===== src/acsa_pkg.sv =====
// shared constants for the adc channel scan averager
`default_nettype none

package acsa_pkg;

  // default geometry of the block
  localparam int unsigned ChannelsDef   = 8;
  localparam int unsigned SamplesDef    = 4;
  localparam int unsigned SampleBitsDef = 12;

  // fixed field widths of the ports
  localparam int unsigned EnableW = 8;
  localparam int unsigned ConvW   = 12;
  localparam int unsigned ChanW   = 3;
  localparam int unsigned AvgW    = 12;

  // operation codes
  localparam logic OpScan = 1'b0;
  localparam logic OpRead = 1'b1;

endpackage

`default_nettype wire


===== src/acsa_sample_store.sv =====
// sample memory with per-entry valid bits so unwritten entries read as zero
`default_nettype none

module acsa_sample_store #(
  parameter int unsigned Depth = 32,
  parameter int unsigned Width = 12,
  parameter int unsigned AddrW = (Depth > 1) ? $clog2(Depth) : 1
) (
  input  wire logic             clk_i,
  input  wire logic             rst_ni,
  input  wire logic             wr_en_i,
  input  wire logic [AddrW-1:0] wr_addr_i,
  input  wire logic [Width-1:0] wr_data_i,
  input  wire logic [AddrW-1:0] rd_addr_i,
  output logic      [Width-1:0] rd_data_o
);

  logic [Width-1:0] mem [Depth];
  logic [Depth-1:0] valid_q;
  logic [Width-1:0] rd_data_q;
  logic             rd_valid_q;

  // valid bits, cleared by reset
  always_ff @(posedge clk_i or negedge rst_ni) begin
    if (!rst_ni) begin
      valid_q <= '0;
    end else if (wr_en_i) begin
      valid_q[wr_addr_i] <= 1'b1;
    end
  end

  // storage write and registered read
  always_ff @(posedge clk_i) begin
    if (wr_en_i) begin
      mem[wr_addr_i] <= wr_data_i;
    end
    rd_data_q  <= mem[rd_addr_i];
    rd_valid_q <= valid_q[rd_addr_i];
  end

  assign rd_data_o = rd_valid_q ? rd_data_q : '0;

endmodule

`default_nettype wire


===== src/adc_channel_scan_averager.sv =====
// adc channel scan sequencer with per-channel sample averaging
`default_nettype none

// Scans the enabled channels in ascending order, one scan tick per request.
// An idle tick picks the lowest enabled channel; a channel then takes
// SAMPLES+1 ticks: the first asks for channel setup and a conversion, the
// rest store converter values and the last moves on to the next higher
// enabled channel or back to idle. A read request returns the truncated mean
// of a channel's stored samples (zero for a channel that does not exist).
// The block takes one request at a time: a scan tick passes through the
// execute and finish states; a read of an existing channel also steps through
// a read and an add state per sample, set by the single read port of the
// sample memory (one sample at a time into the shared accumulator), and a
// divide state that divides the sum by SAMPLES as a multiply by a constant
// reciprocal. A finished result sits in an output register, so the next
// request can be taken while it waits. channel_enable is accepted at any
// cycle and must only change while no request is in flight.
module adc_channel_scan_averager #(
  parameter int unsigned CHANNELS    = acsa_pkg::ChannelsDef,
  parameter int unsigned SAMPLES     = acsa_pkg::SamplesDef,
  parameter int unsigned SAMPLE_BITS = acsa_pkg::SampleBitsDef
) (
  input  wire logic                        clk_i,
  input  wire logic                        rst_ni,
  // configuration write channel
  input  wire logic                        cfg_valid_i,
  output logic                             cfg_ready_o,
  input  wire logic [acsa_pkg::EnableW-1:0] cfg_channel_enable_i,
  // request channel
  input  wire logic                        in_valid_i,
  output logic                             in_stall_o,
  input  wire logic                        operation_i,
  input  wire logic [acsa_pkg::ConvW-1:0]  conversion_value_i,
  input  wire logic [acsa_pkg::ChanW-1:0]  read_channel_i,
  // result channel
  output logic                             out_valid_o,
  input  wire logic                        out_stall_i,
  output logic                             select_channel_o,
  output logic                             start_conversion_o,
  output logic      [acsa_pkg::ChanW-1:0]  active_channel_o,
  output logic                             scan_idle_o,
  output logic      [acsa_pkg::AvgW-1:0]   average_o
);

  import acsa_pkg::*;

  localparam int unsigned Depth  = CHANNELS * SAMPLES;
  localparam int unsigned AddrW  = (Depth > 1) ? $clog2(Depth) : 1;
  localparam int unsigned CurW   = (CHANNELS > 1) ? $clog2(CHANNELS) : 1;
  localparam int unsigned LeftW  = $clog2(SAMPLES + 1);
  localparam int unsigned SumW   = SAMPLE_BITS + $clog2(SAMPLES);
  localparam int unsigned CntW   = (SAMPLES > 1) ? $clog2(SAMPLES) : 1;

  // reciprocal of the sample count, exact for every sum below 2**SumW
  localparam int unsigned DivSh  = SumW + $clog2(SAMPLES);
  localparam int unsigned RecipW = DivSh + 1;
  localparam int unsigned ProdW  = SumW + RecipW;
  localparam logic [RecipW-1:0] Recip =
    RecipW'(((64'd1 << DivSh) + 64'(SAMPLES) - 64'd1) / 64'(SAMPLES));

  // sequencer states
  localparam logic [2:0] StIdle = 3'd0;
  localparam logic [2:0] StExec = 3'd1;
  localparam logic [2:0] StRd   = 3'd2;
  localparam logic [2:0] StAdd  = 3'd3;
  localparam logic [2:0] StDiv  = 3'd4;
  localparam logic [2:0] StFin  = 3'd5;

  logic [2:0]             state_q, state_d;
  logic [EnableW-1:0]     enable_q;
  logic                   op_q;
  logic [SAMPLE_BITS-1:0] conv_q;
  logic [ChanW-1:0]       rch_q;

  logic [CurW-1:0]        cur_q, cur_d;
  logic                   cur_valid_q, cur_valid_d;
  logic [LeftW-1:0]       left_q, left_d;

  logic [CntW-1:0]        cnt_q, cnt_d;
  logic [SumW-1:0]        sum_q, sum_d;
  logic                   sel_q, sel_d;
  logic                   start_q, start_d;

  logic                   out_valid_q;
  logic                   out_sel_q;
  logic                   out_start_q;
  logic [ChanW-1:0]       out_chan_q;
  logic                   out_idle_q;
  logic [AvgW-1:0]        out_avg_q;

  logic                   in_acc;
  logic                   out_free;
  logic                   out_load;

  logic [CHANNELS-1:0]    live;
  logic                   low_found;
  logic [CurW-1:0]        low_chan;
  logic                   nxt_found;
  logic [CurW-1:0]        nxt_chan;

  logic                   wr_en;
  logic [AddrW-1:0]       wr_addr;
  logic [AddrW-1:0]       rd_addr;
  logic [SAMPLE_BITS-1:0] rd_data;

  logic [ProdW-1:0]       prod;

  assign cfg_ready_o = 1'b1;
  assign in_stall_o  = (state_q != StIdle);
  assign in_acc      = in_valid_i && !in_stall_o;
  assign out_free    = !out_valid_q || !out_stall_i;
  assign out_load    = (state_q == StFin) && out_free;

  // enable register
  always_ff @(posedge clk_i or negedge rst_ni) begin
    if (!rst_ni) begin
      enable_q <= '0;
    end else if (cfg_valid_i && cfg_ready_o) begin
      enable_q <= cfg_channel_enable_i;
    end
  end

  // channels that take part in the scan, bits above the register read as zero
  assign live = CHANNELS'(enable_q);

  // lowest enabled channel, and lowest enabled channel above the current one
  always_comb begin
    low_found = 1'b0;
    low_chan  = '0;
    nxt_found = 1'b0;
    nxt_chan  = '0;
    for (int c = CHANNELS - 1; c >= 0; c--) begin
      if (live[c]) begin
        low_found = 1'b1;
        low_chan  = CurW'(c);
        if (c > int'(cur_q)) begin
          nxt_found = 1'b1;
          nxt_chan  = CurW'(c);
        end
      end
    end
  end

  // division by the sample count as a multiply by its reciprocal
  assign prod = {{RecipW{1'b0}}, sum_q} * {{SumW{1'b0}}, Recip};

  // memory addresses
  assign wr_addr = AddrW'(AddrW'(cur_q) * AddrW'(SAMPLES)
                   + AddrW'(SAMPLES - 1) - AddrW'(left_q));
  assign rd_addr = AddrW'(AddrW'(rch_q) * AddrW'(SAMPLES) + AddrW'(cnt_q));

  // sequencer and shared accumulator
  always_comb begin
    state_d     = state_q;
    cur_d       = cur_q;
    cur_valid_d = cur_valid_q;
    left_d      = left_q;
    cnt_d       = cnt_q;
    sum_d       = sum_q;
    sel_d       = sel_q;
    start_d     = start_q;
    wr_en       = 1'b0;
    case (state_q)
      StIdle: begin
        if (in_acc) begin
          state_d = StExec;
        end
      end
      StExec: begin
        sel_d   = 1'b0;
        start_d = 1'b0;
        sum_d   = '0;
        cnt_d   = '0;
        if (op_q == OpRead) begin
          state_d = (int'(rch_q) < CHANNELS) ? StRd : StFin;
        end else begin
          state_d = StFin;
          if (!cur_valid_q) begin
            if (low_found) begin
              cur_d       = low_chan;
              cur_valid_d = 1'b1;
              left_d      = LeftW'(SAMPLES);
            end
          end else if (left_q >= LeftW'(SAMPLES)) begin
            sel_d   = 1'b1;
            start_d = 1'b1;
            left_d  = LeftW'(SAMPLES - 1);
          end else begin
            wr_en = 1'b1;
            if (left_q != '0) begin
              start_d = 1'b1;
              left_d  = left_q - 1'b1;
            end else begin
              left_d = LeftW'(SAMPLES);
              if (nxt_found) begin
                cur_d = nxt_chan;
              end else begin
                cur_d       = '0;
                cur_valid_d = 1'b0;
              end
            end
          end
        end
      end
      StRd: begin
        state_d = StAdd;
      end
      StAdd: begin
        sum_d = sum_q + SumW'(rd_data);
        if (cnt_q == CntW'(SAMPLES - 1)) begin
          cnt_d   = '0;
          state_d = StDiv;
        end else begin
          cnt_d   = cnt_q + 1'b1;
          state_d = StRd;
        end
      end
      StDiv: begin
        sum_d   = prod[DivSh +: SumW];
        state_d = StFin;
      end
      StFin: begin
        if (out_free) begin
          state_d = StIdle;
        end
      end
      default: begin
        state_d = StIdle;
      end
    endcase
  end

  // control registers
  always_ff @(posedge clk_i or negedge rst_ni) begin
    if (!rst_ni) begin
      state_q     <= StIdle;
      cur_q       <= '0;
      cur_valid_q <= 1'b0;
      left_q      <= LeftW'(SAMPLES);
      cnt_q       <= '0;
      out_valid_q <= 1'b0;
    end else begin
      state_q     <= state_d;
      cur_q       <= cur_d;
      cur_valid_q <= cur_valid_d;
      left_q      <= left_d;
      cnt_q       <= cnt_d;
      if (out_load) begin
        out_valid_q <= 1'b1;
      end else if (!out_stall_i) begin
        out_valid_q <= 1'b0;
      end
    end
  end

  // request capture, datapath and result registers
  always_ff @(posedge clk_i) begin
    if (in_acc) begin
      op_q   <= operation_i;
      conv_q <= SAMPLE_BITS'(conversion_value_i);
      rch_q  <= read_channel_i;
    end
    sum_q   <= sum_d;
    sel_q   <= sel_d;
    start_q <= start_d;
    if (out_load) begin
      out_sel_q   <= sel_q;
      out_start_q <= start_q;
      out_chan_q  <= cur_valid_q ? ChanW'(cur_q) : '0;
      out_idle_q  <= !cur_valid_q;
      out_avg_q   <= AvgW'(sum_q[SAMPLE_BITS-1:0]);
    end
  end

  // per-channel sample memory
  acsa_sample_store #(
    .Depth (Depth),
    .Width (SAMPLE_BITS),
    .AddrW (AddrW)
  ) u_store (
    .clk_i     (clk_i),
    .rst_ni    (rst_ni),
    .wr_en_i   (wr_en),
    .wr_addr_i (wr_addr),
    .wr_data_i (conv_q),
    .rd_addr_i (rd_addr),
    .rd_data_o (rd_data)
  );

  assign out_valid_o        = out_valid_q;
  assign select_channel_o   = out_sel_q;
  assign start_conversion_o = out_start_q;
  assign active_channel_o   = out_chan_q;
  assign scan_idle_o        = out_idle_q;
  assign average_o          = out_avg_q;

endmodule

`default_nettype wire

===== config.mk =====
export PLATFORM = sky130hd
export DESIGN_NAME = adc_channel_scan_averager
export DESIGN_NICKNAME = d
export VERILOG_FILES = /design/src/acsa_pkg.sv /design/src/acsa_sample_store.sv /design/src/adc_channel_scan_averager.sv
export SDC_FILE = /design/constraint.sdc
export NUM_CORES = 1
export LEC_CHECK = 0
export CAP_MARGIN = 20
export CORE_ASPECT_RATIO = 1.75
export CORE_MARGIN = 2
export CORE_UTILIZATION = 40
export DETAILED_ROUTE_END_ITERATION = 7
export DONT_BUFFER_PORTS = 1
export GPL_TIMING_DRIVEN = 0
export PLACE_DENSITY = 0.58
export SETUP_SLACK_MARGIN = 0.2
export SLEW_MARGIN = 40
export SYNTH_ARGS = -nofsm -noshare
export SYNTH_HDL_FRONTEND = slang
export SYNTH_SLANG_ARGS = --single-unit

===== constraint.sdc =====
create_clock -name clk_i -period 3.3 [get_ports clk_i]
set_clock_uncertainty 0.2 [all_clocks]
set_input_delay 0.165 -clock clk_i [delete_from_list [all_inputs] [get_ports clk_i]]
set_output_delay 0.165 -clock clk_i [all_outputs]
set_load 0.02 [all_outputs]

==> reports/metrics.yaml, run 1 <==
run_status:
  outcome: "complete, no violations"
synth:
  synth_top_area_cell: "edfxtp_1"
  synth_top_area_share_pct: 65.27
  synthFlopType: "edfxtp_1"
  synthesis.nets: 1058
  synth_edf_count: 434
  synth-seq-cells: 500
  synth_cell_types: 63
  syn-cell-area_sq_mm: 0.01997
  synth_warnings: 0
  synth-async-reset-ratio_pct: 10.60
  yosys-top-cells-count: "edfxtp_1, mux4_2, nor2_1, dfrtp_1, nand2_1"
  syn_avg_cell_area_sq_um: 19.85
  yosysMostFrequentCell: "edfxtp_1"
  syn_inst: 1006
  ys_top_cells_by_area: "edfxtp_1, mux4_2, dfrtp_1, mux4_1, ha_1"
  yosysSeqAreaShare_pct: 73.22
clocking:
  h-tree-depth: 2
  cts_tree: "built"
  cts_buffer_depth: 3
  cts_sinks: 500
  cts_made_buffers: 46
  cts-root-buf: "clkbuf_16"
  insertion_delay_ps: 560
  clk_pin_slew_ps: 60
pwr:
  internal_power_uw: 12280
  comb_power_share_pct: 25.1
  p_seq_share_pct: 45.8
  vdd_drop_max_mv: 0.4399
  p_per_area_mw_per_mm2: 731.6
  pwr-share-clk_pct: 29.1
  power_leakage_uw: 0.007961
  swShare_pct: 30.09
  total_switching_power_uw: 5285
  power.total_uw: 17560
route:
  via_per_inst: 5.381
  dr.pass1.iters: 5
  wire_per_inst_um: 26.14
  drc: 0
  drt-initial-drc-count: 762
  drt_wl_total_um: 48600
  antenna_left: 0
  vias: 10000
floorplan:
  core_area_sq_mm: 0.04946
  fp.dieW_um: 172.9
  rows: 108
  die_h_um: 299.6
  ios: 50
  start_util_pct: 40.37
  die_area_sq_mm: 0.05179
run:
  drv_cap: 0
global_routing:
  grt_max_degree: 50
  grt_pass1_wl_um: 70770
  overflow: 0
  grt_pass1_vias: 10500
  antenna_found_initial: 0
  grtUsageTotal_pct: 18.82
setup_path:
  cp.required_ps: 3360
  path_class: "register to register"
  rrSetupSlack_ps: 140
  start_kind: "register"
  arrival_ps: 3220
  worstSetupEndpointType: "register"
  path_max_fanout: 13
final_layout:
  area_growth_pct: 20.22
  fin_area_sq_mm: 0.02400
  drive_gt1_share_pct: 28.13
  fin_nets: 1213
sta:
  slew_headroom_pct: 48.62
  hold_violations: 0
  setup_tns_ps: 0
  fmax_ghz: 0.3165
  setup_slack_ps: 140.0
  period_minus_slack_ps: 3160
  rsz0062_at_grt: "true"
  finalSetupViolCount: 0
  final.period_utilization_pct: 95.76
  slew_violations: 0
  hold_slack_ps: 38.08
  worst_slew_pin_slew_ps: 770.8
placed_design:
  io_buffers: 0
  post-dp-hpwl_um: 32420
  pre_cts_ws_ps: -404.6
  place_area_sq_mm: 0.02122
  place_congestion: 0.7964
hold_path:
  min_path_type: "input port to register"
[state kept, by name, indices dropped and copies added (netlist names), 2 cells and up]
name	count
active_channel_o	3
average_o	12
cnt_q	2
conv_q	12
cur_q	3
enable_q	8
left_q	3
rch_q	3
state_q	3
sum_q	14
u_store.mem	384
u_store.rd_data_q	12
u_store.valid_q	32
[cells by family after synthesis]
| kind of cell | Yosys count | share of synthesized area (%) |
|---|---|---|
| AO/OA/AOI/OAI | 91 | 2.989 |
| XOR/XNOR | 10 | 0.4387 |
| adder cells (fa/ha/maj) | 23 | 1.479 |
| buffers and inverters | 54 | 1.410 |
| flip-flops | 500 | 73.22 |
| multiplexers | 150 | 16.02 |
| other | 1 | 0.01878 |
| AND/OR/NAND/NOR | 177 | 4.418 |
[stage by stage]
| stage | cells | util [%] |
|---|---|---|
| 5_1_grt | 1858 | 48.53 |
| 3_5_place_dp | 1692 | 42.91 |
| 4_1_cts | 1845 | 47.99 |
| 6_report | 1859 | 48.54 |
| 2_1_floorplan | 1006 | - |
| 3_3_place_gp | 1666 | 42.04 |
[final cells by class]
class                   count  area (sq um)
fillers                  4054         25450
repair buffers            107          1446
plain buffers              42         247.7
clock buffers              72          1330
clock inverters            13         95.09
diodes                      1         2.502
well taps                 660         825.8
flip-flops and latches    500         14620
multi-input cells         452          5391
inverters                  12         45.04
[final timing paths]
check / cells after the start / start / to
max: 7 / cur_q[2] / u_store.mem[3][6]
min: 1 / conversion_value_i[9] / conv_q[9]
max reg2reg: 7 / cur_q[2] / u_store.mem[3][6]
min reg2reg: 0 / start_q / start_conversion_o
max in group asynchronous: 4 / rst_ni / u_store.valid_q[16]
min in group asynchronous: 3 / rst_ni / u_store.valid_q[21]
[power groups by stage]
stage | clock (uW) | combinational [uW] | sequential [uW]
after floorplan | 0 | 2600 | 8110
after global placement | 0 | 3680 | 8370
after detailed placement | 0 | 4160 | 8180
after CTS | 5220 | 4420 | 8050
after global routing | 5460 | 4710 | 8100
final | 5100 | 4410 | 8050
[critical path, stage by stage (launching register included)]
cell and delay, ps:
dfrtp_1 370, clkbuf_1 330, inv_1 230, ha_1 420
xor2_1 520, nand2_1 400, nor2_4 230, buf_12 170
[what timing repair did]
action                                 CTS  global route
cloned                                   0             0
setup buffers                           27            13
setup endpoints to repair              429           404
resized for setup                       44             3
hold buffers                            41             0
endpoints found under the hold margin  114             0
pin swaps                               21            11
[cell usage in the layout, fill, tap and decap left out, drive strengths merged, types with 16 or more instances in the layout]
cell / netlist / routed
mux4: 130 / 130
o21ai: 30 / 30
nand2: 42 / 42
dfrtp: 52 / 52
or2: 33 / 33
a21oi: 16 / 16
buf: 17 / 84
clkbuf: 25 / 98
mux2: 18 / 18
dlygate4sd3: 0 / 39
ha: 22 / 22
edfxtp: 434 / 434
nor2: 54 / 54
[per-layer routing]
| layer | vias to the layer above | wire length, um | GRT usage, % |
|---|---|---|---|
| li1 | 4382 | - | - |
| met4 | 0 | 1710 | 6.578 |
| met3 | 70 | 1546 | 1.877 |
| met5 | - | 0 | 0 |
| met2 | 250 | 27910 | 36.89 |
| met1 | 5301 | 17420 | 20.99 |
Note: power is estimated with default switching activity, not from simulation.
==> inputs of run 2 (changes only) <==
Settings changed: PLACE_DENSITY 0.58 to 0.62.
==> run 2 against run 1 <==
Utilization about the same. First-iteration DRC count increased by 19%. Power up 0.62%. Setup slack improved by 120 ps. Die area unchanged. Count of clock-buffer cells in the layout shrank 4. Critical endpoint is now u_store.rd_valid_q. Wire length shrank 2.0%. Critical path depth fell by 1.
==> reports/metrics.yaml, run 2 (same netlist as run 1, synthesis figures left out) <==
clocking:
  cts_buffer_depth: 3  # unchanged
  cts-root-buf: "clkbuf_16"  # unchanged
  clk_pin_slew_ps: 70  # was 60 ps
  cts_sinks: 500  # unchanged
  cts_made_buffers: 46  # unchanged
  cts_tree: "built"  # unchanged
  h-tree-depth: 2  # unchanged
  insertion_delay_ps: 570  # was 560 ps
sta:
  hold_violations: 0  # unchanged
  setup_tns_ps: 0  # unchanged
  period_minus_slack_ps: 3039  # was 3160 ps
  hold_slack_ps: 30.97  # was 38.08 ps
  worst_slew_pin_slew_ps: 732.9  # was 770.8 ps
  slew_headroom_pct: 51.14  # was 48.62%
  finalSetupViolCount: 0  # unchanged
  rsz0062_at_grt: "false"  # was true
  final.period_utilization_pct: 92.08  # was 95.76%
  fmax_ghz: 0.3291  # was 0.3165 GHz
  slew_violations: 0  # unchanged
pwr:
  total_switching_power_uw: 5284  # was 5285 uW
  p_seq_share_pct: 45.5  # was 45.8%
  swShare_pct: 29.90  # was 30.09%
  internal_power_uw: 12390  # was 12280 uW
  comb_power_share_pct: 25.0  # was 25.1%
  vdd_drop_max_mv: 0.4122  # was 0.4399 mV
  power_leakage_uw: 0.007980  # was 0.007961 uW
  p_per_area_mw_per_mm2: 735.6  # was 731.6 mW/mm^2
  pwr-share-clk_pct: 29.5  # was 29.1%
setup_path:
  path_class: "register to register"  # unchanged
  cp_slowest_cell: "mux4_2"  # was xor2_1
  critPathTopFamily: "multiplexers"  # was buffers and inverters
  start_kind: "register"  # unchanged
  critPathMaxStageDelay_ps: 550  # was 520 ps
  arrival_ps: 3270  # was 3220 ps
  crit_buf_inv: 3  # unchanged
  crit_chain: "clkbuf_2 -> buf_2 -> buf_2 -> mux4_2 -> mux4_2 -> mux2_2"  # was clkbuf_1 -> inv_1 -> ha_1 -> xor2_1 -> nand2_1 -> nor2_4 -> buf_12
  r2r_cells: 6  # was 7
  cp.required_ps: 3530  # was 3360 ps
  path_max_fanout: 10  # was 13
  critical_path_depth: 6  # was 7
  worstSetupEndpointType: "register"  # unchanged
final_layout:
  area_growth_pct: 20.31  # was 20.22%
  drive_gt1_share_pct: 28.65  # was 28.13%
  instances_no_fill: 1858  # was 1859
  fin_area_sq_mm: 0.02402  # was 0.02400 sq mm
  largest-register: "u_store.mem"  # unchanged
  biggestRegsByFlops: "u_store.mem: 384 flops, u_store.valid_q: 32 flops, sum_q: 14 flops"  # unchanged
  final_cell_mix: "edfxtp_1, mux4_2, dfrtp_1, clkbuf_16, dlygate4sd3_1"  # was edfxtp_1, mux4_2, dfrtp_1, clkbuf_16, nand2_1
  fin_nets: 1212  # was 1213
  largest_register_ffs: 384  # unchanged
  num-fill-cells: 4097  # was 4054
  layout_commonest_cell: "edfxtp_1"  # unchanged
global_routing:
  grt_max_degree: 48  # was 50
  grtUsageTotal_pct: 18.55  # was 18.82%
  antenna_found_initial: 0  # unchanged
  overflow: 0  # unchanged
  grt_pass1_wl_um: 69910  # was 70770 um
  grt_pass1_vias: 10510  # was 10500
floorplan:
  start_util_pct: 40.37  # unchanged
  rows: 108  # unchanged
  fp.dieW_um: 172.9  # unchanged
  core_area_sq_mm: 0.04946  # unchanged
  die_area_sq_mm: 0.05179  # unchanged
  die_h_um: 299.6  # unchanged
  ios: 50  # unchanged
hold_path:
  min_path_type: "input port to register"  # unchanged
  whs_path_depth: 1  # unchanged
route:
  vias: 10140  # was 10000
  dr.pass1.iters: 5  # unchanged
  drt_wl_total_um: 47610  # was 48600 um
  antenna_left: 0  # unchanged
  drt-initial-drc-count: 903  # was 762
  drc: 0  # unchanged
  wire_per_inst_um: 25.62  # was 26.14 um
  via_per_inst: 5.455  # was 5.381
placed_design:
  io_buffers: 0  # unchanged
  dpl.cell_count: 1690  # was 1692
  place_area_sq_mm: 0.02119  # was 0.02122 sq mm
  post-dp-hpwl_um: 31410  # was 32420 um
  place_congestion: 0.8053  # was 0.7964
run_status:
  outcome: "complete, no violations"  # unchanged
run:
  drv_cap: 0  # unchanged
## run 2: changes by cell type in the layout (fill, tap and decap cells not counted), sizes merged
cell,delta
bufinv,+2
clkbuf,-5
clkinv,+3
clkinvlp,-1
## run 2: worst paths after layout
| check | start | endpoint | slack [ps] |
|---|---|---|---|
| worst max-delay path | cnt_q[1] | u_store.rd_valid_q | 260 |
| worst min-delay path | conversion_value_i[2] | conv_q[2] | 30 |
| worst max register to register | cnt_q[1] | u_store.rd_valid_q | 260 |
| worst min register to register | sel_q | select_channel_o | 220 |
| max in group asynchronous | rst_ni | u_store.valid_q[30] | 1920 |
| min in group asynchronous | rst_ni | u_store.valid_q[25] | 480 |
## run 2: power groups by stage
stage / Clock (uW) / Sequential [uW] / Combinational, uW
finish: 5210 / 8050 / 4410
global route: 5560 / 8110 / 4690
CTS: 5320 / 8050 / 4350
detailed placement: 0 / 8170 / 4100
global placement: 0 / 8350 / 3630
floorplan: 0 / 8110 / 2600
## run 2: final cells by class
| cell class | instances | area (sq um) | share of cell area, % |
|---|---|---|---|
| timing repair buffer | 106 | 1415 | 5.891 |
| buffer | 42 | 246.5 | 1.026 |
| inverter | 12 | 45.04 | 0.1875 |
| tap | 660 | 825.8 | 3.438 |
| multi-input combinational | 452 | 5409 | 22.52 |
| antenna | 1 | 2.502 | 0.01042 |
| clock inverter | 17 | 162.7 | 0.6771 |
| sequential | 500 | 14620 | 60.86 |
| clock buffer | 68 | 1295 | 5.391 |
## run 2: repair_timing
| action | CTS | global route |
|---|---|---|
| setup endpoints to repair | 429 | 414 |
| endpoints found under the hold margin | 114 | 0 |
| resized for setup | 43 | 9 |
| hold buffers | 41 | 0 |
| pin swaps | 20 | 11 |
| buffers inserted | 28 | 13 |
## run 2: stage by stage
stage	util, %	setup WS (ps)	power (uW)
floorplan	-	615.7	10710
global placement	42.04	-602.2	11970
detailed placement	42.85	-403.5	12270
CTS	48.03	49.16	17720
global route	48.57	195.4	18360
finish	48.57	261.3	17670
## run 2: routing by layer
metal | up-vias | GRT usage, % | part of all wire (%)
met5 | - | 0 | 0
met4 | 0 | 8.374 | 4.8
met3 | 82 | 2.385 | 4.0
met2 | 281 | 35.33 | 57
met1 | 5394 | 20.45 | 35
li1 | 4378 | - | -
==> inputs of run 3 (changes only) <==
Settings changed: CELL_PAD_IN_SITES_DETAIL_PLACEMENT from default to 1, CELL_PAD_IN_SITES_GLOBAL_PLACEMENT from default to 1, PLACE_DENSITY 0.62 to 0.68.
==> run 3 against run 2 <==
Sequential share of layout area decreased by 0.19 points. Die area unchanged. Sequential power about the same. Register-to-register slack about the same. Global-route usage increased by 1.8 points. Clock power increased by 1%. Non-clock buffer count increased by 6. Hold slack got worse by 4.7 ps. Flip-flop and latch count unchanged. Highest routed layer unchanged.
==> reports/metrics.yaml, run 3 (same netlist as run 1, synthesis figures left out) <==
route:
  vias: 10280  # was 10140
  drt-initial-drc-count: 717  # was 903
  drc: 0  # unchanged
  drt_wl_total_um: 52110  # was 47610 um
  dr.pass1.iters: 5  # unchanged
  wire_per_inst_um: 27.97  # was 25.62 um
  antenna_left: 0  # unchanged
  via_per_inst: 5.515  # was 5.455
pwr:
  p_per_area_mw_per_mm2: 745.6  # was 735.6 mW/mm^2
  power_leakage_uw: 0.008048  # was 0.007980 uW
  vdd_drop_max_mv: 0.3896  # was 0.4122 mV
  power.total_uw: 17970  # was 17670 uW
final_layout:
  largest_register_ffs: 384  # unchanged
  largest-register: "u_store.mem"  # unchanged
  fin_nets: 1218  # was 1212
  biggestRegsByFlops: "u_store.mem: 384 flops, u_store.valid_q: 32 flops, sum_q: 14 flops"  # unchanged
  fin_area_sq_mm: 0.02410  # was 0.02402 sq mm
  antenna-diode-count: 0  # was 1
  area_growth_pct: 20.69  # was 20.31%
  layout_commonest_cell: "edfxtp_1"  # unchanged
  num-fill-cells: 4559  # was 4097
  final_cell_mix: "edfxtp_1, mux4_2, dfrtp_1, clkbuf_16, dlygate4sd3_1"  # unchanged
  drive_gt1_share_pct: 29.76  # was 28.65%
  fin_util_pct: 48.72  # was 48.57%
clocking:
  clk_pin_slew_ps: 70  # about the same
  cts_buffer_depth: 3  # unchanged
  cts_made_buffers: 46  # unchanged
  cts-root-buf: "clkbuf_16"  # unchanged
  insertion_delay_ps: 560  # was 570 ps
  cts_sinks: 500  # unchanged
  cts_tree: "built"  # unchanged
  h-tree-depth: 2  # unchanged
global_routing:
  overflow: 0  # unchanged
  grt_pass1_vias: 11200  # was 10510
  grt_max_degree: 43  # was 48
  grt_pass1_wl_um: 76070  # was 69910 um
  antenna_found_initial: 0  # unchanged
  grtUsageTotal_pct: 20.31  # was 18.55%
hold_path:
  hold_start: "conversion_value_i[6]"  # was conversion_value_i[2]
  min_to: "conv_q[6]"  # was conv_q[2]
  min_path_type: "input port to register"  # unchanged
  whs_path_depth: 1  # unchanged
sta:
  final.period_utilization_pct: 92.00  # was 92.08%
  slew_violations: 0  # unchanged
  slew_headroom_pct: 49.81  # was 51.14%
  rsz0062_at_grt: "true"  # was false
  hold_violations: 0  # unchanged
  worst_slew_pin_slew_ps: 752.9  # was 732.9 ps
  period_minus_slack_ps: 3036  # was 3039 ps
  setup_tns_ps: 0  # unchanged
  hold_slack_ps: 26.27  # was 30.97 ps
  fmax_ghz: 0.3294  # was 0.3291 GHz
  finalSetupViolCount: 0  # unchanged
placed_design:
  post-dp-hpwl_um: 34980  # was 31410 um
  io_buffers: 0  # unchanged
  place_area_sq_mm: 0.02124  # was 0.02119 sq mm
  place_congestion: 0.8333  # was 0.8053
setup_path:
  worstSetupEndpointType: "register"  # unchanged
  critPathMaxStageDelay_ps: 570  # was 550 ps
  path_max_fanout: 10  # unchanged
  r2r_start: "cnt_q[1]"  # unchanged
  path_class: "register to register"  # unchanged
  crit_chain: "clkbuf_2 -> buf_4 -> clkbuf_2 -> mux4_1 -> mux4_2 -> mux2_2"  # was clkbuf_2 -> buf_2 -> buf_2 -> mux4_2 -> mux4_2 -> mux2_2
  critPathTopFamily: "multiplexers"  # unchanged
  arrival_ps: 3280  # was 3270 ps
  start_kind: "register"  # unchanged
  cp.required_ps: 3540  # was 3530 ps
  cpMostUsedCell: "clkbuf_2"
  cp_slowest_cell: "mux4_2"  # unchanged
  rrSetupSlack_ps: 260  # about the same
  crit_buf_inv: 3  # unchanged
  rr_endpoint: "u_store.rd_data_q[1]"  # was u_store.rd_valid_q
  r2r_cells: 6  # unchanged
run_status:
  outcome: "complete, no violations"  # unchanged
run:
  drv_cap: 0  # unchanged
floorplan:
  ios: 50  # unchanged
  die_area_sq_mm: 0.05179  # unchanged
  core_area_sq_mm: 0.04946  # unchanged
  start_util_pct: 40.37  # unchanged
  rows: 108  # unchanged
  die_h_um: 299.6  # unchanged
  fp.dieW_um: 172.9  # unchanged
==> run 3: cell types whose count changed in the layout (fill, tap and decap cells not counted), moves of 3 or more <==
cell / previous run / this run
buf_4: 14 / 21
buf_8: 5 / 10
clkinv_1: 5 / 1
buf_12: 31 / 28
clkbuf_1: 35 / 32
clkbuf_8: 4 / 7
nand2_1: 38 / 35
==> run 3: where the power goes <==
group	internal, uW	total (uW)	switching [uW]
logic	1840	4640	2800
clock network	2960	5270	2310
registers	7630	8060	425
total	12400	18000	5530
==> run 3: area by class of cell <==
class                           instances  area (sq um)  area share, %
Clock inverter                         16         146.4         0.6075
Inverter                               12         45.04         0.1869
Buffer                                 42         250.2          1.038
Timing Repair Buffer                  112          1453          6.028
Clock buffer                           69          1329          5.514
Multi-Input combinational cell        452          5428          22.52
Sequential cell                       500         14620          60.67
Tap cell                              660         825.8          3.427
==> run 3: per-stage QoR <==
| step | setup slack, ps | instances |
|---|---|---|
| after CTS | 205.9 | 1858 |
| after global routing | 185.5 | 1863 |
| final | 264.1 | 1863 |
| after detailed placement | -465.9 | 1692 |
| after global placement | -656.3 | 1666 |
| after floorplan | 615.7 | 1006 |
==> run 3: how the worst max path moves through the flow <==
stage | start | end | cells after the start | slack [ps]
finish | cnt_q[1] | u_store.rd_data_q[1] | 6 | 260
floorplan | state_q[1] | u_store.mem[0][0] | 5 | 620
detailed placement | state_q[1] | u_store.mem[3][5] | 5 | -470
CTS | cur_q[2] | u_store.mem[25][1] | 6 | 210
global route | cur_q[2] | u_store.mem[11][7] | 7 | 190
global placement | state_q[1] | u_store.mem[17][2] | 5 | -660
==> run 3: layer usage <==
metal / GRT usage (%) / wire length, um / vias to the layer above
met3: 2.118 / 1765 / 108
li1: - / - / 4387
met5: 0 / 0 / -
met1: 22.37 / 18490 / 5484
met4: 10.98 / 3099 / 0
met2: 38.21 / 28750 / 296
==> run 3: timing repair <==
item	CTS	global route
gates resized for setup	49	10
hold buffers	41	0
buffers inserted	40	5
endpoints found under the hold margin	114	0
pin swaps	29	5
setup endpoints to repair	429	346
==> run 3: worst reg2reg max path, delay by kind of cell, from the launching register on <==
kind | cells | cell delay, ps
buffers and inverters | 3 | 990
muxes | 3 | 1380
DFF | 1 | 360
